`config.mk`:
```
export PLATFORM = sky130hd
export DESIGN_NAME = json_stream_indenter_unit_flat
export DESIGN_NICKNAME = d
export VERILOG_FILES = /design/src/sv/jsi_pkg.sv /design/src/sv/jsi_in_if.sv /design/src/sv/jsi_out_if.sv /design/src/sv/jsi_parse.sv /design/src/sv/json_stream_indenter_unit.sv /design/src/flat_wrapper.sv
export VERILOG_INCLUDE_DIRS = /design/src /design/src/sv
export SDC_FILE = /design/constraint.sdc
export NUM_CORES = 1
export LEC_CHECK = 0
export BUFFER_PORTS_ARGS = -buffer_cell sky130_fd_sc_hd__buf_4
export CORE_MARGIN = 3
export CORE_UTILIZATION = 55
export DETAILED_ROUTE_END_ITERATION = 6
export PLACE_DENSITY = 0.74
export SKIP_LAST_GASP = 1
export SYNTH_ARGS = -nofsm -noshare
export SYNTH_HDL_FRONTEND = slang
export SYNTH_HIERARCHICAL = 1
export SYNTH_SLANG_ARGS = --single-unit
```
`constraint.sdc`:
```
create_clock -name clk -period 7.2 [get_ports clk]
set_clock_uncertainty 0.2 [all_clocks]
set_input_delay 0.36 -clock clk [delete_from_list [all_inputs] [get_ports clk]]
set_output_delay 0.36 -clock clk [all_outputs]
set_load 0.02 [all_outputs]
```
`src/sv/json_stream_indenter_unit_assert.svh`:
```
// Assertion macros shared by the indenter RTL.
`ifndef JSON_STREAM_INDENTER_UNIT_ASSERT_SVH
`define JSON_STREAM_INDENTER_UNIT_ASSERT_SVH

// cond must hold at every edge out of reset
`define JSI_ASSERT_ALWAYS(lbl, cond, msg) \
	lbl: assert property (@(posedge clk) disable iff (!arst_n) (cond)) else $error(msg);

// cons must hold in the same cycle as ante
`define JSI_ASSERT_NOW(lbl, ante, cons, msg) \
	lbl: assert property (@(posedge clk) disable iff (!arst_n) (ante) |-> (cons)) \
		else $error(msg);

// cons must hold in the cycle after ante
`define JSI_ASSERT_NEXT(lbl, ante, cons, msg) \
	lbl: assert property (@(posedge clk) disable iff (!arst_n) (ante) |=> (cons)) \
		else $error(msg);

`endif

```
`src/sv/jsi_pkg.sv`:
```
// Types and character constants for the JSON stream indenter.
`default_nettype none
package jsi_pkg;

	typedef logic [7:0] byte_t;

	localparam byte_t CH_SPACE  = 8'h20;
	localparam byte_t CH_NL     = 8'h0A;
	localparam byte_t CH_BSLASH = 8'h5C;
	localparam byte_t CH_QUOTE  = 8'h22;
	localparam byte_t CH_LBRACE = 8'h7B;
	localparam byte_t CH_LBRACK = 8'h5B;
	localparam byte_t CH_RBRACE = 8'h7D;
	localparam byte_t CH_RBRACK = 8'h5D;
	localparam byte_t CH_COMMA  = 8'h2C;
	localparam byte_t CH_COLON  = 8'h3A;

	typedef enum logic [2:0] {
		PH_IDLE,
		PH_HEAD0,
		PH_HEAD1,
		PH_INDENT,
		PH_TAIL
	} phase_t;

	typedef struct packed {
		byte_t h0;
		byte_t h1;
		byte_t tail;
		logic  has_h1;
		logic  has_tail;
		logic  sat;
	} run_t;

endpackage
`default_nettype wire

```
`src/sv/jsi_in_if.sv`:
```
// Input byte channel of the JSON stream indenter.
`default_nettype none
interface jsi_in_if;
	logic valid;
	logic ready;
	logic [7:0] in_char;

	modport source (output valid, output in_char, input ready);
	modport sink (input valid, input in_char, output ready);
endinterface
`default_nettype wire

```
`src/sv/jsi_out_if.sv`:
```
// Output byte channel of the JSON stream indenter.
`default_nettype none
interface jsi_out_if;
	logic valid;
	logic ready;
	logic [7:0] out_char;
	logic run_last;
	logic depth_saturated;

	modport source (output valid, output out_char, output run_last,
		output depth_saturated, input ready);
	modport sink (input valid, input out_char, input run_last,
		input depth_saturated, output ready);
endinterface
`default_nettype wire

```
`src/sv/jsi_parse.sv`:
```
// Lexical state tracker: string, escape, nesting depth and run descriptor.
`default_nettype none
`include "json_stream_indenter_unit_assert.svh"
module jsi_parse #(
	parameter int MAX_DEPTH = 30,
	parameter int DepthW    = 6
) (
	input  wire                 clk,
	input  wire                 arst_n,
	input  wire                 take,
	input  wire  [7:0]          ch,
	output jsi_pkg::run_t       run,
	output logic [DepthW-1:0]   indent_cnt
);

	localparam logic signed [DepthW-1:0] DepMax = DepthW'(MAX_DEPTH);
	localparam logic signed [DepthW-1:0] DepMin = -DepMax;

	logic signed [DepthW-1:0] depth_q, depth_d;
	logic                     in_str_q, in_str_d;
	logic                     esc_q, esc_d;
	logic                     sat_q, sat_d;
	logic signed [DepthW-1:0] indent_depth;

	always_comb begin
		depth_d       = depth_q;
		in_str_d      = in_str_q;
		esc_d         = esc_q;
		sat_d         = sat_q;
		run.h0        = ch;
		run.h1        = jsi_pkg::CH_NL;
		run.tail      = ch;
		run.has_h1    = 1'b0;
		run.has_tail  = 1'b0;
		indent_depth  = '0;
		if (in_str_q) begin
			if (esc_q) begin
				esc_d = 1'b0;
			end else if (ch == jsi_pkg::CH_BSLASH) begin
				esc_d = 1'b1;
			end else if (ch == jsi_pkg::CH_QUOTE) begin
				in_str_d = 1'b0;
			end
		end else begin
			case (ch)
				jsi_pkg::CH_QUOTE: begin
					in_str_d = 1'b1;
				end
				jsi_pkg::CH_LBRACE, jsi_pkg::CH_LBRACK: begin
					run.has_h1 = 1'b1;
					if (depth_q == DepMax) begin
						sat_d = 1'b1;
					end else begin
						depth_d = depth_q + DepthW'(1);
					end
					indent_depth = depth_d;
				end
				jsi_pkg::CH_RBRACE, jsi_pkg::CH_RBRACK: begin
					run.h0       = jsi_pkg::CH_NL;
					run.has_tail = 1'b1;
					if (depth_q == DepMin) begin
						sat_d = 1'b1;
					end else begin
						depth_d = depth_q - DepthW'(1);
					end
					indent_depth = depth_d;
				end
				jsi_pkg::CH_COMMA: begin
					run.has_h1   = 1'b1;
					indent_depth = depth_q;
				end
				jsi_pkg::CH_COLON: begin
					run.h1     = jsi_pkg::CH_SPACE;
					run.has_h1 = 1'b1;
				end
				default: begin
				end
			endcase
		end
		run.sat = sat_d;
	end

	assign indent_cnt = (!indent_depth[DepthW-1] && indent_depth != '0) ?
		{indent_depth[DepthW-2:0], 1'b0} : '0;

	always_ff @(posedge clk or negedge arst_n) begin
		if (!arst_n) begin
			depth_q  <= '0;
			in_str_q <= 1'b0;
			esc_q    <= 1'b0;
			sat_q    <= 1'b0;
		end else if (take) begin
			depth_q  <= depth_d;
			in_str_q <= in_str_d;
			esc_q    <= esc_d;
			sat_q    <= sat_d;
		end
	end

	`JSI_ASSERT_ALWAYS(a_depth_range, (depth_q <= DepMax) && (depth_q >= DepMin), "depth out of range")
	`JSI_ASSERT_NOW(a_esc_in_str, esc_q, in_str_q, "escape pending outside a string")
	`JSI_ASSERT_NEXT(a_sat_sticky, sat_q, sat_q, "saturation flag cleared")

endmodule
`default_nettype wire

```
`src/sv/json_stream_indenter_unit.sv`:
```
// JSON stream indenter top level: takes one byte, emits its re-indented run.
// Each accepted input byte is expanded into an output run of n bytes: 1 for
// plain bytes, 2 for a colon and 2 + 2*depth for braces, brackets and commas
// (62 at most with MAX_DEPTH = 30). A small sequencer walks the run through
// head, indent and tail phases with one down-counter, emitting one word per
// cycle into an output register; the input is ready only while that sequencer
// is idle. Output back-pressure holds the sequencer on its current word.
`default_nettype none
`include "json_stream_indenter_unit_assert.svh"
module json_stream_indenter_unit #(
	parameter int MAX_DEPTH = 30
) (
	input wire         clk,
	input wire         arst_n,
	jsi_in_if.sink     in_stream,
	jsi_out_if.source  out_stream
);

	localparam int DepthW = $clog2(MAX_DEPTH + 1) + 1;

	jsi_pkg::phase_t   phase_q, phase_d;
	jsi_pkg::run_t     run_q, run_new;
	logic [DepthW-1:0] cnt_q, cnt_d, cnt_new;
	logic              take;
	logic              out_free;
	logic              emit;
	logic              emit_last;
	jsi_pkg::byte_t    emit_byte;
	logic              out_valid_q;
	jsi_pkg::byte_t    out_char_q;
	logic              out_last_q;
	logic              out_sat_q;

	assign in_stream.ready = (phase_q == jsi_pkg::PH_IDLE);
	assign take            = in_stream.valid && in_stream.ready;
	assign out_free        = !out_valid_q || out_stream.ready;

	jsi_parse #(
		.MAX_DEPTH (MAX_DEPTH),
		.DepthW    (DepthW)
	) u_parse (
		.clk        (clk),
		.arst_n     (arst_n),
		.take       (take),
		.ch         (in_stream.in_char),
		.run        (run_new),
		.indent_cnt (cnt_new)
	);

	always_comb begin
		phase_d = phase_q;
		cnt_d   = cnt_q;
		case (phase_q)
			jsi_pkg::PH_IDLE: begin
				if (take) begin
					phase_d = jsi_pkg::PH_HEAD0;
				end
			end
			jsi_pkg::PH_HEAD0: begin
				if (out_free) begin
					if (run_q.has_h1) begin
						phase_d = jsi_pkg::PH_HEAD1;
					end else if (cnt_q != '0) begin
						phase_d = jsi_pkg::PH_INDENT;
					end else if (run_q.has_tail) begin
						phase_d = jsi_pkg::PH_TAIL;
					end else begin
						phase_d = jsi_pkg::PH_IDLE;
					end
				end
			end
			jsi_pkg::PH_HEAD1: begin
				if (out_free) begin
					if (cnt_q != '0) begin
						phase_d = jsi_pkg::PH_INDENT;
					end else if (run_q.has_tail) begin
						phase_d = jsi_pkg::PH_TAIL;
					end else begin
						phase_d = jsi_pkg::PH_IDLE;
					end
				end
			end
			jsi_pkg::PH_INDENT: begin
				if (out_free) begin
					cnt_d = cnt_q - DepthW'(1);
					if (cnt_q == DepthW'(1)) begin
						phase_d = run_q.has_tail ? jsi_pkg::PH_TAIL : jsi_pkg::PH_IDLE;
					end
				end
			end
			jsi_pkg::PH_TAIL: begin
				if (out_free) begin
					phase_d = jsi_pkg::PH_IDLE;
				end
			end
			default: begin
				phase_d = jsi_pkg::PH_IDLE;
			end
		endcase
	end

	always_comb begin
		emit = (phase_q != jsi_pkg::PH_IDLE) && out_free;
		case (phase_q)
			jsi_pkg::PH_HEAD0:  emit_byte = run_q.h0;
			jsi_pkg::PH_HEAD1:  emit_byte = run_q.h1;
			jsi_pkg::PH_INDENT: emit_byte = jsi_pkg::CH_SPACE;
			jsi_pkg::PH_TAIL:   emit_byte = run_q.tail;
			default:            emit_byte = jsi_pkg::CH_SPACE;
		endcase
		emit_last = emit && (phase_d == jsi_pkg::PH_IDLE);
	end

	always_ff @(posedge clk or negedge arst_n) begin
		if (!arst_n) begin
			phase_q <= jsi_pkg::PH_IDLE;
			cnt_q   <= '0;
		end else begin
			phase_q <= phase_d;
			cnt_q   <= take ? cnt_new : cnt_d;
		end
	end

	always_ff @(posedge clk) begin
		if (take) begin
			run_q <= run_new;
		end
	end

	always_ff @(posedge clk or negedge arst_n) begin
		if (!arst_n) begin
			out_valid_q <= 1'b0;
		end else if (emit) begin
			out_valid_q <= 1'b1;
		end else if (out_stream.ready) begin
			out_valid_q <= 1'b0;
		end
	end

	always_ff @(posedge clk) begin
		if (emit) begin
			out_char_q <= emit_byte;
			out_last_q <= emit_last;
			out_sat_q  <= run_q.sat;
		end
	end

	assign out_stream.valid           = out_valid_q;
	assign out_stream.out_char        = out_char_q;
	assign out_stream.run_last        = out_last_q;
	assign out_stream.depth_saturated = out_sat_q;

	`JSI_ASSERT_NEXT(a_take_starts_run, take, phase_q == jsi_pkg::PH_HEAD0, "accepted byte did not start a run")
	`JSI_ASSERT_NOW(a_indent_live, phase_q == jsi_pkg::PH_INDENT, cnt_q != '0, "indent phase with empty count")
	`JSI_ASSERT_NEXT(a_last_ends_run, emit_last, phase_q == jsi_pkg::PH_IDLE, "run marked last but sequencer busy")

endmodule
`default_nettype wire

```
`src/flat_wrapper.sv`:
```
// flat-port wrapper written by rule: the top's interface ports become plain ports
module json_stream_indenter_unit_flat 
#(
	parameter int MAX_DEPTH = 30
)
  (clk, arst_n, in_stream_valid, in_stream_in_char, in_stream_ready, out_stream_valid, out_stream_out_char, out_stream_run_last, out_stream_depth_saturated, out_stream_ready);
  jsi_in_if in_stream_i ();
  jsi_out_if out_stream_i ();
  input wire clk;
  input wire arst_n;
  input wire logic [$bits(in_stream_i.valid)-1:0] in_stream_valid;
  input wire logic [$bits(in_stream_i.in_char)-1:0] in_stream_in_char;
  output wire logic [$bits(in_stream_i.ready)-1:0] in_stream_ready;
  output wire logic [$bits(out_stream_i.valid)-1:0] out_stream_valid;
  output wire logic [$bits(out_stream_i.out_char)-1:0] out_stream_out_char;
  output wire logic [$bits(out_stream_i.run_last)-1:0] out_stream_run_last;
  output wire logic [$bits(out_stream_i.depth_saturated)-1:0] out_stream_depth_saturated;
  input wire logic [$bits(out_stream_i.ready)-1:0] out_stream_ready;
  assign in_stream_i.valid = in_stream_valid;
  assign in_stream_i.in_char = in_stream_in_char;
  assign in_stream_ready = in_stream_i.ready;
  assign out_stream_valid = out_stream_i.valid;
  assign out_stream_out_char = out_stream_i.out_char;
  assign out_stream_run_last = out_stream_i.run_last;
  assign out_stream_depth_saturated = out_stream_i.depth_saturated;
  assign out_stream_i.ready = out_stream_ready;
  json_stream_indenter_unit #(.MAX_DEPTH(MAX_DEPTH)) u_core (.clk(clk), .arst_n(arst_n), .in_stream(in_stream_i), .out_stream(out_stream_i));
endmodule
```
Yosys cells after proc, flatten, opt, wreduce, memory -nomap -nowiden:

Cells that the tools add are included.

* bits in registers: 56
* bits of input ports: 12
* output and inout port bits: 12
* word-level logic and storage cells: 95

* add/subtract/negate cells: 3
* equal/unequal tests: 15
* mux-type cells: 38
* bitwise logic cells: 1
* reduce and logical (&&, ||, !) cells: 22

Operators by type and width (count)
* 6-bit two-way mux: 8
* 8-bit by 7-bit == test with 1-bit output, second input constant: 5
* 3-bit two-way mux: 9
* 8-bit by 6-bit == test with 1-bit output, second input constant: 3
* 8-bit case mux with 3 select lines: 1
* 6-bit case mux with 3 select lines: 1
* 16-bit two-way mux: 1
* 3-bit case mux with 5 select lines: 1
* 1-bit two-way mux: 14
* 6-bit == test, second input constant: 2
* 6-bit case mux with 2 select lines: 1
* 6-bit nonzero test: 2
* 8-bit two-way mux: 1
* 2-bit nonzero test: 4
* 6-bit by 2-bit adder with 6-bit output, second input constant: 1
* 3-bit by 2-bit == test with 1-bit output, second input constant: 2
* 6-bit by 1-bit == test with 1-bit output, second input constant: 1
* 3-bit zero test: 2
* 6-bit by 1-bit subtractor with 6-bit output, second input constant: 1
* 6-bit by 2-bit subtractor with 6-bit output, second input constant: 1
* 1-bit logical AND: 4
* 2-bit AND reduction: 2
* 2-bit OR reduction: 2
* 4-bit OR reduction: 1
* other kinds (8): 9

Depth between registers and ports, before layout:

Gate-level depths: netlist (run 1).

* depth in word-level cells: 8
* gate-level depth with buffers: 10
* depth with buffers taken out: 9

Modules after synthesis:

Netlist (run 1), hierarchy kept.

By module, submodules not included
* json_stream_indenter_unit: instances 1, cells each 145, area an instance 1965.6 µm², seq. area each 1361.3 µm²
* jsi_parse: instances 1, cells each 174, area an instance 1283.7 µm², seq. area each 225.2 µm²

Worst setup path after synthesis (run 1):

Ideal clock, no wire load.

* path kind: flip-flop to flip-flop
* start: register u_core.phase_q[1]
* end: register u_core.u_parse.depth_q[1]
* setup time: 94 ps
* data arrival time: 2628 ps
* required time: 6906 ps
* slack: 4278 ps
* stages on the path, launching flop included: 10
* path buffers: 3
* period minus slack after synthesis: 2922 ps
* path through: dfrtp_1 buf_4 nor3_1 and2_1 buf_4 nand2b_1 a211oi_2 buf_4 o21ai_1 a221oi_2

* cells in the longest elaborated chain, start to end: 3

Ends and longest elaborated chain
* from (decl): line json_stream_indenter_unit.sv:21 `jsi_pkg::phase_t phase_q, phase_d;`
* from (signal assigned): line json_stream_indenter_unit.sv:116 `phase_q <= jsi_pkg::PH_IDLE;`
* from (signal assigned): line json_stream_indenter_unit.sv:119 `phase_q <= phase_d;`
* 3-bit zero test: line json_stream_indenter_unit.sv:34 `assign in_stream.ready = (phase_q == jsi_pkg::PH_IDLE);`
* net in_stream_ready: line flat_wrapper.sv:13 `output wire logic [$bits(in_stream_i.ready)-1:0] in_stream_ready;`
* 1-bit logical AND: line json_stream_indenter_unit.sv:35 `assign take = in_stream.valid && in_stream.ready;`
* net u_core.take: line json_stream_indenter_unit.sv:24 `logic take;`
* 3-bit AND reduction (no line)
* to (signal assigned): line jsi_parse.sv:93 `depth_q <= depth_d;`
* to (decl): line jsi_parse.sv:19 `logic signed [DepthW-1:0] depth_q, depth_d;`

The timed path passes the listed nets, and every way through them passes these cells.
A chain may end at the register's enable or synchronous reset.

Final worst setup path (run 1):

* start: register u_core.phase_q[1]
* end: register u_core.u_parse.depth_q[1]

* cells in the longest elaborated chain, start to end: 3

Ends and longest elaborated chain (line)
* 3-bit zero test: json_stream_indenter_unit.sv:34
* 1-bit logical AND: json_stream_indenter_unit.sv:35
* 3-bit AND reduction (no line)

No other way between the ends.

==> results.cfg, run 1 <==
[outcome]
outcome = completed

[drt]
wirelength_mm = 6.63
dr.pass1.iters = 5
routedWlPerCell_um = 16.9
antenna_left = 0
num_vias = 2425
vias_per_cell = 6.17
drc_errors = 0
drt_iter0_drc = 144

[sta]
min_period_over_period_pct = 44.4
finalMaxSlewViolations = 0
rsz0062_at_grt = false
finalHoldViolCount = 0
tightest_slew_ns = 0.907
fin_ws_ns = 4.00
max-slew-margin-rel_pct = 39.4
fmax_mhz = 312
finalSetupTns_ns = 0
setup_viol = 0
fin_crit_ns = 3.20

[final_layout]
diodes = 0
fin_cells = 393
drive_above_1_share_pct = 14.0
final_nets = 338
synthToLayoutAreaGrowth_pct = 4.89

[power_and_ir_drop]
switching_share_pct = 37.7
clkPwrFrac_pct = 15.7
seqPwrFrac_pct = 47.2
ir_drop_mv = 0.208
power_frac_comb_pct = 37.1
p_int_w = 0.000689
power_density_nw_per_um2 = 325
power.switching_w = 0.000418
leakage_nw = 1.27

[worst_setup_path]
path_buf_inv = 1
crit_type = flop to flop
crit_family = compound AO/OA/AOI/OAI gates
critPathCaptureType = flop
critical_path_arrival_ns = 3.22
cp_slowest_cell = dfrtp_1
cp_max_fo = 43
cp.depth = 7
crit_chain = nor3_1, and2_1, buf_4, nand2b_1, a211oi_2, o21ai_1, a221oi_2
critPathMaxStageDelay_ns = 0.62
r2r_cells = 7
start_kind = flop
cp.required_ns = 7.22

[placed_design]
dp_hpwl_mm = 4.59
place_congestion = 0.951
port-buffer-count = 23
place_ws_ns = 4.06
dp_cells = 384

[global_route]
grt_pass1_vias = 2211
grt_first_pass_wirelength_mm = 11.0
grt_start_max_net_pins = 44
grt_use_total_pct = 19.5
grt_overflow = 0
antenna_found_initial = 0

[clocking]
clockBufferDepth = 2
cts_sinks = 56
htree_levels = 2
cts_setup_buffers = 0
clk_pin_slew_ns = 0.10
root_buffer = clkbuf_8
cts_tree = done
clk-insertion-delay-late_ns = 0.31
cts_buffers = 5

[yosys]
ys_async_sr_fraction_pct = 33.9
netlist_area_um2 = 3250
yosys.area.top_type_share_pct = 34.2
synthCells = 319
synthDistinctLibCells = 63
ys_seq_area_share_pct = 48.8
avgSynthCellArea_um2 = 10.2
netlist_top_cells_area = edfxtp_1 34%, dfrtp_1 15%, buf_4 4.6%, o21ai_0 3.5%, nand2_1 3.1%
synth_edf_count = 37
synthFlopType = edfxtp_1
ys_warn_count = 6
ys_ff_latch = 56
yosys.area.top_type = edfxtp_1

[floorplan]
die-area_um2 = 6870
rows = 27
die_w_um = 82.9
pin_count = 24
core_um2 = 5610
die_y_um = 82.9
start_util_pct = 57.9

[flow_run]
maxCapViolCount = 0

[hold_path]
holdPathStages = 1
hold_class = primary input to flop
-- kinds of logic (layout without fill, tap and decap cells) --
family	count (synthesis)	in the layout	share of synthesized area, %
simple gates	116	116	20.8
flops	56	56	48.8
mux	3	3	1.00
other cells	1	6	0.115
xor+xnor	6	6	1.62
compound gates	82	82	16.8
fa+ha+maj	6	6	2.31
buf+inv	49	46	8.59
-- cell usage after synthesis (2+ instances only) --
| cell | n |
|---|---|
| nor2_1 | 22 |
| nand2_1 | 27 |
| buf_4 | 20 |
| o22ai_1 | 3 |
| a211oi_2 | 2 |
| edfxtp_1 | 37 |
| a32oi_1 | 4 |
| nand3_1 | 9 |
| dfrtp_1 | 19 |
| nor3_1 | 5 |
| or4b_1 | 2 |
| and4b_1 | 2 |
| buf_6 | 2 |
| xnor2_1 | 2 |
| ha_1 | 6 |
| nand4b_2 | 2 |
| nand2b_1 | 4 |
| and2_1 | 2 |
| o21ai_0 | 23 |
| nor2b_1 | 10 |
| o211ai_1 | 3 |
| clkbuf_1 | 10 |
| nand4_1 | 6 |
| nand3b_1 | 3 |
| xor2_1 | 4 |
| a22o_1 | 4 |
| inv_1 | 13 |
| and3b_1 | 3 |
| a31oi_1 | 4 |
| buf_2 | 4 |
| a21oi_1 | 16 |
| nor4_1 | 4 |
| and3_1 | 2 |
| mux2_2 | 2 |
| nand4b_1 | 2 |
| o21bai_1 | 2 |
| a22oi_1 | 8 |
-- per-stage QoR --
stage	hold slack, ns	util, %	area [um^2]	power [W]
2_1_floorplan	-0.136	-	3270	0.000822
3_3_place_gp	0.0598	59.0	3310	0.000933
3_5_place_dp	0.0600	59.0	3310	0.000940
4_1_cts	0.0553	60.8	3410	0.00111
5_1_grt	0.0453	60.8	3410	0.00118
6_report	0.0731	60.8	3410	0.00111
-- cell type report --
class | count | area [um^2]
Tap cell | 72 | 90.1
Multi-Input combinational cell | 219 | 1400
Fill cell | 491 | 2200
Clock inverter | 3 | 21.3
Sequential cell | 56 | 1590
Inverter | 13 | 48.8
Timing Repair Buffer | 25 | 190
Clock buffer | 5 | 68.8
-- worst register-to-register path, delay by kind of cell (launching register included) --
| kind | cells | cell delay, ns |
|---|---|---|
| simple gates | 3 | 0.79 |
| buf+inv | 1 | 0.41 |
| compound gates | 3 | 1.09 |
| flops | 1 | 0.62 |
-- repair_timing --
action                                 in CTS  in global routing
endpoints found under the hold margin      19                  0
resized for setup                           0                  0
hold buffers                                1                  0
-- placed cells by master, fill, tap and decap left out, drive strengths merged, types with 8 or more instances in the layout --
master,n
a21oi,16
a22oi,8
buf,24
dfrtp,19
edfxtp,37
inv,14
nand2,27
nand3,9
nor2,22
nor2b,11
o21ai,24
-- flip-flops by register name, indices dropped and copies added, names as in the netlist --
name / count
u_core/run_q: 27
u_core/out_stream.out_char: 8
u_core/cnt_q: 6
u_core/u_parse/depth_q: 6
u_core/phase_q: 3
u_core/out_stream.depth_saturated: 1
u_core/out_stream.run_last: 1
u_core/out_stream.valid: 1
u_core/u_parse/esc_q: 1
u_core/u_parse/in_str_q: 1
u_core/u_parse/sat_q: 1
-- power by group through the flow --
stage | Combinational, W | Clock (W) | Sequential [W]
floorplan | 0.000288 | 0 | 0.000534
global placement | 0.000408 | 0 | 0.000525
detailed placement | 0.000411 | 0 | 0.000529
CTS | 0.000412 | 0.000180 | 0.000522
global route | 0.000456 | 0.000193 | 0.000535
finish | 0.000411 | 0.000174 | 0.000522
-- worst paths after layout --
kind	from	end	slack, ns
setup / recovery	u_core/phase_q[1]$_DFF_PN0_	u_core/u_parse/depth_q[1]$_DFFE_PN0P_	4.00
hold / removal	in_stream_in_char[5]	u_core/run_q[8]$_DFFE_PP_	0.07
setup reg to reg	u_core/phase_q[1]$_DFF_PN0_	u_core/u_parse/depth_q[1]$_DFFE_PN0P_	4.00
hold reg to reg	u_core/run_q[0]$_DFFE_PP_	u_core/out_stream.depth_saturated$_DFFE_PP_	0.25
max in group asynchronous	arst_n	u_core/u_parse/depth_q[5]$_DFFE_PN0P_	6.33
min in group asynchronous	arst_n	u_core/phase_q[1]$_DFF_PN0_	0.25
-- per-layer routing --
metal	track usage [%]	vias to the layer above	wire length (um)	share of wire, %
li1	-	1156	-	-
met1	28.7	1131	2990	45
met2	28.4	119	2940	44
met3	3.87	19	511	7.7
met4	7.73	0	191	2.9
met5	0	-	0	0
(Power assumes the default switching activity.)
==> inputs of run 2 (changes only) <==
Clock period 7.2 ns to 3.3 ns, I/O delays scaled along.
==> run 2 against run 1 <==
Against the previous run: global-route usage grew 0.65 points; sequential power grew 120%; via count up 1.7%; maximum frequency up 27%; final cell count rose by 2.5%; hold slack got worse by 0.021 ns; sequential share of layout area decreased by 1.3 points; clock-buffer cell count is the same; wire length grew 1.3%; cell area rose by 3.0%; combinational power up 130%.
==> results.cfg, run 2 (synthesized netlist as in run 1, its figures left out) <==
[drt]
vias_per_cell = 6.12
wirelength_mm = 6.72
dr.pass1.iters = 5
drt_iter0_drc = 151
antenna_left = 0
routedWlPerCell_um = 16.7
drc_errors = 0
num_vias = 2467

[floorplan]
start_util_pct = 57.9
pin_count = 24
rows = 27
die_w_um = 82.9
die_y_um = 82.9
die-area_um2 = 6870
core_um2 = 5610

[sta]
min_period_over_period_pct = 76.3
max-slew-margin-rel_pct = 35.6
finalHoldViolCount = 0
finalMaxSlewViolations = 0
tightest_slew_ns = 0.964
finalSetupTns_ns = 0
setup_viol = 0
rsz0062_at_grt = false
fin_crit_ns = 2.52
fmax_mhz = 397

[worst_setup_path]
critical_path_arrival_ns = 2.56
critPathCaptureType = flop
crit_type = flop to flop
cp.required_ns = 3.34
path_buf_inv = 1
regToRegStartpoint = u_core/phase_q[1]$_DFF_PN0_
crit_family = simple AND/OR/NAND/NOR gates
start_kind = flop
crit_chain = nor3_1, and2_1, nand2b_1, a211oi_2, buf_4, o21ai_1, a221oi_2
critPathMaxStageDelay_ns = 0.61
rrSetupSlack_ns = 0.78
worstSetupStartpoint = u_core/phase_q[1]$_DFF_PN0_
cp_max_fo = 19
cp_slowest_cell = dfrtp_1

[global_route]
grt_start_max_net_pins = 34
grt_use_total_pct = 20.2
antenna_found_initial = 0
grt_overflow = 0
grt_first_pass_wirelength_mm = 11.3
grt_pass1_vias = 2211

[clocking]
cts_tree = done
cts_setup_buffers = 0
clockBufferDepth = 2
postCtsResizedCells = 0
root_buffer = clkbuf_8
cts_buffers = 5
htree_levels = 2
cts_sinks = 56
clk-insertion-delay-late_ns = 0.32
ctsHoldBuffers = 9
clk_pin_slew_ns = 0.12

[placed_design]
dp_hpwl_mm = 4.61
port-buffer-count = 23
place_congestion = 0.944

[final_layout]
layout_commonest_cell = edfxtp_1
num-fill-cells = 482
fin_util_pct = 62.6
drive_above_1_share_pct = 14.2
final_nets = 348
top_register = u_core/run_q
final_cell_mix = 37 x edfxtp_1, 27 x nand2_1, 26 x buf_4
synthToLayoutAreaGrowth_pct = 8.01
largest_reg_flops = 27
diodes = 0

[power_and_ir_drop]
ir_drop_mv = 0.396
leakage_nw = 1.32
power_density_nw_per_um2 = 703

[flow_run]
maxCapViolCount = 0

[hold_path]
hold_class = primary input to asynchronous set/reset pin

[outcome]
outcome = completed
-- run 2: power by group --
part           internal [W]  total [W]  switching (W)
clock              0.000157   0.000402       0.000246
sequential          0.00100    0.00114       0.000135
combinational      0.000363   0.000928       0.000565
total               0.00152    0.00247       0.000946
-- run 2: layout make-up --
class	instances	area (um^2)	area share [%]
clock buffer	5	68.8	1.96
inverter	13	48.8	1.39
tap	72	90.1	2.57
multi-input combinational	219	1400	40.0
clock inverter	3	27.5	0.784
sequential	56	1590	45.2
timing repair buffer	35	285	8.13
-- run 2: per-stage QoR --
stage               setup slack, ns  instance area [um^2]  power (W)  hold slack (ns)  std cells
floorplan                     0.378                  3270    0.00179           -0.331        324
global placement              0.907                  3320    0.00205           -0.132        386
detailed placement            0.817                  3320    0.00207           -0.130        386
CTS                           0.814                  3510    0.00247           0.0524        403
global route                  0.578                  3510    0.00265           0.0704        403
finish                        0.783                  3510    0.00247           0.0522        403
-- run 2: path summary, 6_finish.rpt --
| kind | to | cells past startpoint |
|---|---|---|
| min in group clk | u_core/u_parse/esc_q$_DFFE_PN0P_ | 3 |
| worst max-delay path | u_core/u_parse/depth_q[1]$_DFFE_PN0P_ | 7 |
| max in group asynchronous | u_core/cnt_q[0]$_DFFE_PN0P_ | 2 |
| worst min register to register | u_core/out_stream.depth_saturated$_DFFE_PP_ | 0 |
| worst min-delay path | u_core/u_parse/depth_q[3]$_DFFE_PN0P_ | 2 |
| worst max register to register | u_core/u_parse/depth_q[1]$_DFFE_PN0P_ | 7 |
-- run 2: metal layers --
layer	global-route usage [%]	vias up	wire, um
li1	-	1175	-
met1	30.8	1168	3120
met2	28.6	107	2970
met3	3.97	17	523
met4	6.69	0	113
met5	0	-	0
==> inputs of run 3 (changes only) <==
Clock period 3.3 ns to 2.55 ns, I/O delays scaled along.
==> run 3 against run 2 <==
Against the previous run: global-route usage increased by 0.62 points; flip-flop and latch count unchanged; combinational power increased by 38%; non-clock buffer count increased by 6; setup slack got worse by 0.55 ns; critical path depth increased by 1; power increased by 35%; wire length increased by 4.5%; critical endpoint is now u_core/cnt_q[1]$_DFFE_PN0P_; largest cell class unchanged; via count increased by 0.73%; highest routed layer unchanged.
==> results.cfg, run 3 (synthesized netlist as in run 1, its figures left out) <==
[worst_setup_path]
cp_max_fo = 10
cp.required_ns = 2.54
critPathCaptureType = flop
regToRegStartpoint = u_core/u_parse/depth_q[0]$_DFFE_PN0P_
crit_family = simple AND/OR/NAND/NOR gates
cp_slowest_cell = dlygate4sd3_1
path_buf_inv = 2
critical_path_arrival_ns = 2.31
r2r_cells = 7
worstReg2RegEnd = u_core/cnt_q[1]$_DFFE_PN0P_
crit_chain = dlygate4sd3_1, buf_4, and4b_1, nand2_1, a311o_1, nand4b_2, a21oi_1, mux2_2
crit_type = primary input to flop
rrSetupSlack_ns = 0.28
critPathMaxStageDelay_ns = 0.53
start_kind = primary input

[hold_path]
hold_class = primary input to asynchronous set/reset pin

[sta]
finalHoldViolCount = 0
min_period_over_period_pct = 90.9
finalSetupTns_ns = 0
max-slew-margin-rel_pct = 52.8
holdWs_ns = 0.0391
finalMaxSlewViolations = 0
fin_crit_ns = 2.32
fmax_mhz = 431
setup_viol = 0
rsz0062_at_grt = false
tightest_slew_ns = 0.707

[clocking]
cts_tree = done
cts_sinks = 56
clockBufferDepth = 2
root_buffer = clkbuf_8
clk-insertion-delay-late_ns = 0.30
cts_setup_buffers = 0
postCtsResizedCells = 0
clk_pin_slew_ns = 0.10
ctsHoldBuffers = 9
cts_buffers = 5
htree_levels = 2

[final_layout]
diodes = 0
fin_util_pct = 64.1
final_nets = 354
layout_commonest_cell = edfxtp_1
top_register = u_core/run_q
synthToLayoutAreaGrowth_pct = 10.6
drive_above_1_share_pct = 15.7
fin_cells = 409
final_cell_mix = 37 x edfxtp_1, 31 x buf_4, 27 x nand2_1
largest_reg_flops = 27

[global_route]
grt_overflow = 0
grt_use_total_pct = 20.8
grt_start_max_net_pins = 43
grt_pass1_vias = 2331
antenna_found_initial = 0
grt_first_pass_wirelength_mm = 11.6

[placed_design]
port-buffer-count = 23
dp_hpwl_mm = 4.99
place_congestion = 0.944
dp_cells = 392

[power_and_ir_drop]
power_density_nw_per_um2 = 924
total_power_w = 0.00332
ir_drop_mv = 0.656
leakage_nw = 1.37

[floorplan]
rows = 27
core_um2 = 5610
die_y_um = 82.9
die-area_um2 = 6870
start_util_pct = 57.9
die_w_um = 82.9
pin_count = 24

[drt]
vias_per_cell = 6.08
num_vias = 2485
antenna_left = 0
drc_errors = 0
wirelength_mm = 7.02
routedWlPerCell_um = 17.2
dr.pass1.iters = 4
drt_iter0_drc = 212

[flow_run]
maxCapViolCount = 0

[outcome]
outcome = completed
run 3: worst max-delay path by stage:
stage                                               start  slack, ns  cells after the start                                    end
floorplan                     u_core/phase_q[2]$_DFF_PN0_       0.05                      9  u_core/u_parse/depth_q[1]$_DFFE_PN0P_
global placement    u_core/u_parse/depth_q[2]$_DFFE_PN0P_       0.36                      6            u_core/cnt_q[1]$_DFFE_PN0P_
detailed placement  u_core/u_parse/depth_q[0]$_DFFE_PN0P_       0.33                      7            u_core/cnt_q[1]$_DFFE_PN0P_
CTS                                  in_stream_in_char[7]       0.27                      8            u_core/cnt_q[1]$_DFFE_PN0P_
global route        u_core/u_parse/depth_q[0]$_DFFE_PN0P_       0.08                      7            u_core/cnt_q[1]$_DFFE_PN0P_
finish                               in_stream_in_char[7]       0.23                      8            u_core/cnt_q[1]$_DFFE_PN0P_
run 3: power by group:
part | internal, W | switching [W] | leakage [nW]
sequential | 0.00129 | 0.000161 | 0.593
combinational | 0.000518 | 0.000764 | 0.717
clock | 0.000297 | 0.000288 | 0.0558
run 3: stage by stage:
stage | area (um^2) | setup slack, ns
2_1_floorplan | 3280 | 0.0461
3_3_place_gp | 3390 | 0.360
3_5_place_dp | 3390 | 0.331
4_1_cts | 3590 | 0.268
5_1_grt | 3590 | 0.0836
6_report | 3590 | 0.232
run 3: worst register-to-register path, cell delays in order (launching register included):
cell,delay [ns]
dfrtp_1,0.55
inv_1,0.12
ha_1,0.29
nor4_1,0.37
o21ai_0,0.15
nand4b_2,0.17
a21oi_1,0.06
mux2_2,0.26
run 3: per-layer routing:
| metal | wire [um] | track usage, % | vias up | share of wire [%] |
|---|---|---|---|---|
| met5 | 0 | 0 | - | 0 |
| met4 | 98 | 6.69 | 0 | 1.4 |
| met3 | 418 | 3.27 | 9 | 6.0 |
| met2 | 3370 | 33.7 | 100 | 48 |
| met1 | 3130 | 28.6 | 1194 | 45 |
| li1 | - | - | 1182 | - |
run 3: cell type report:
cell class / instances / area [um^2]
Sequential cell: 56 / 1590
Inverter: 13 / 48.8
Clock inverter: 2 / 38.8
Clock buffer: 6 / 72.6
Multi-Input combinational cell: 219 / 1410
Tap cell: 72 / 90.1
Timing Repair Buffer: 41 / 343
Fill cell: 456 / 2010
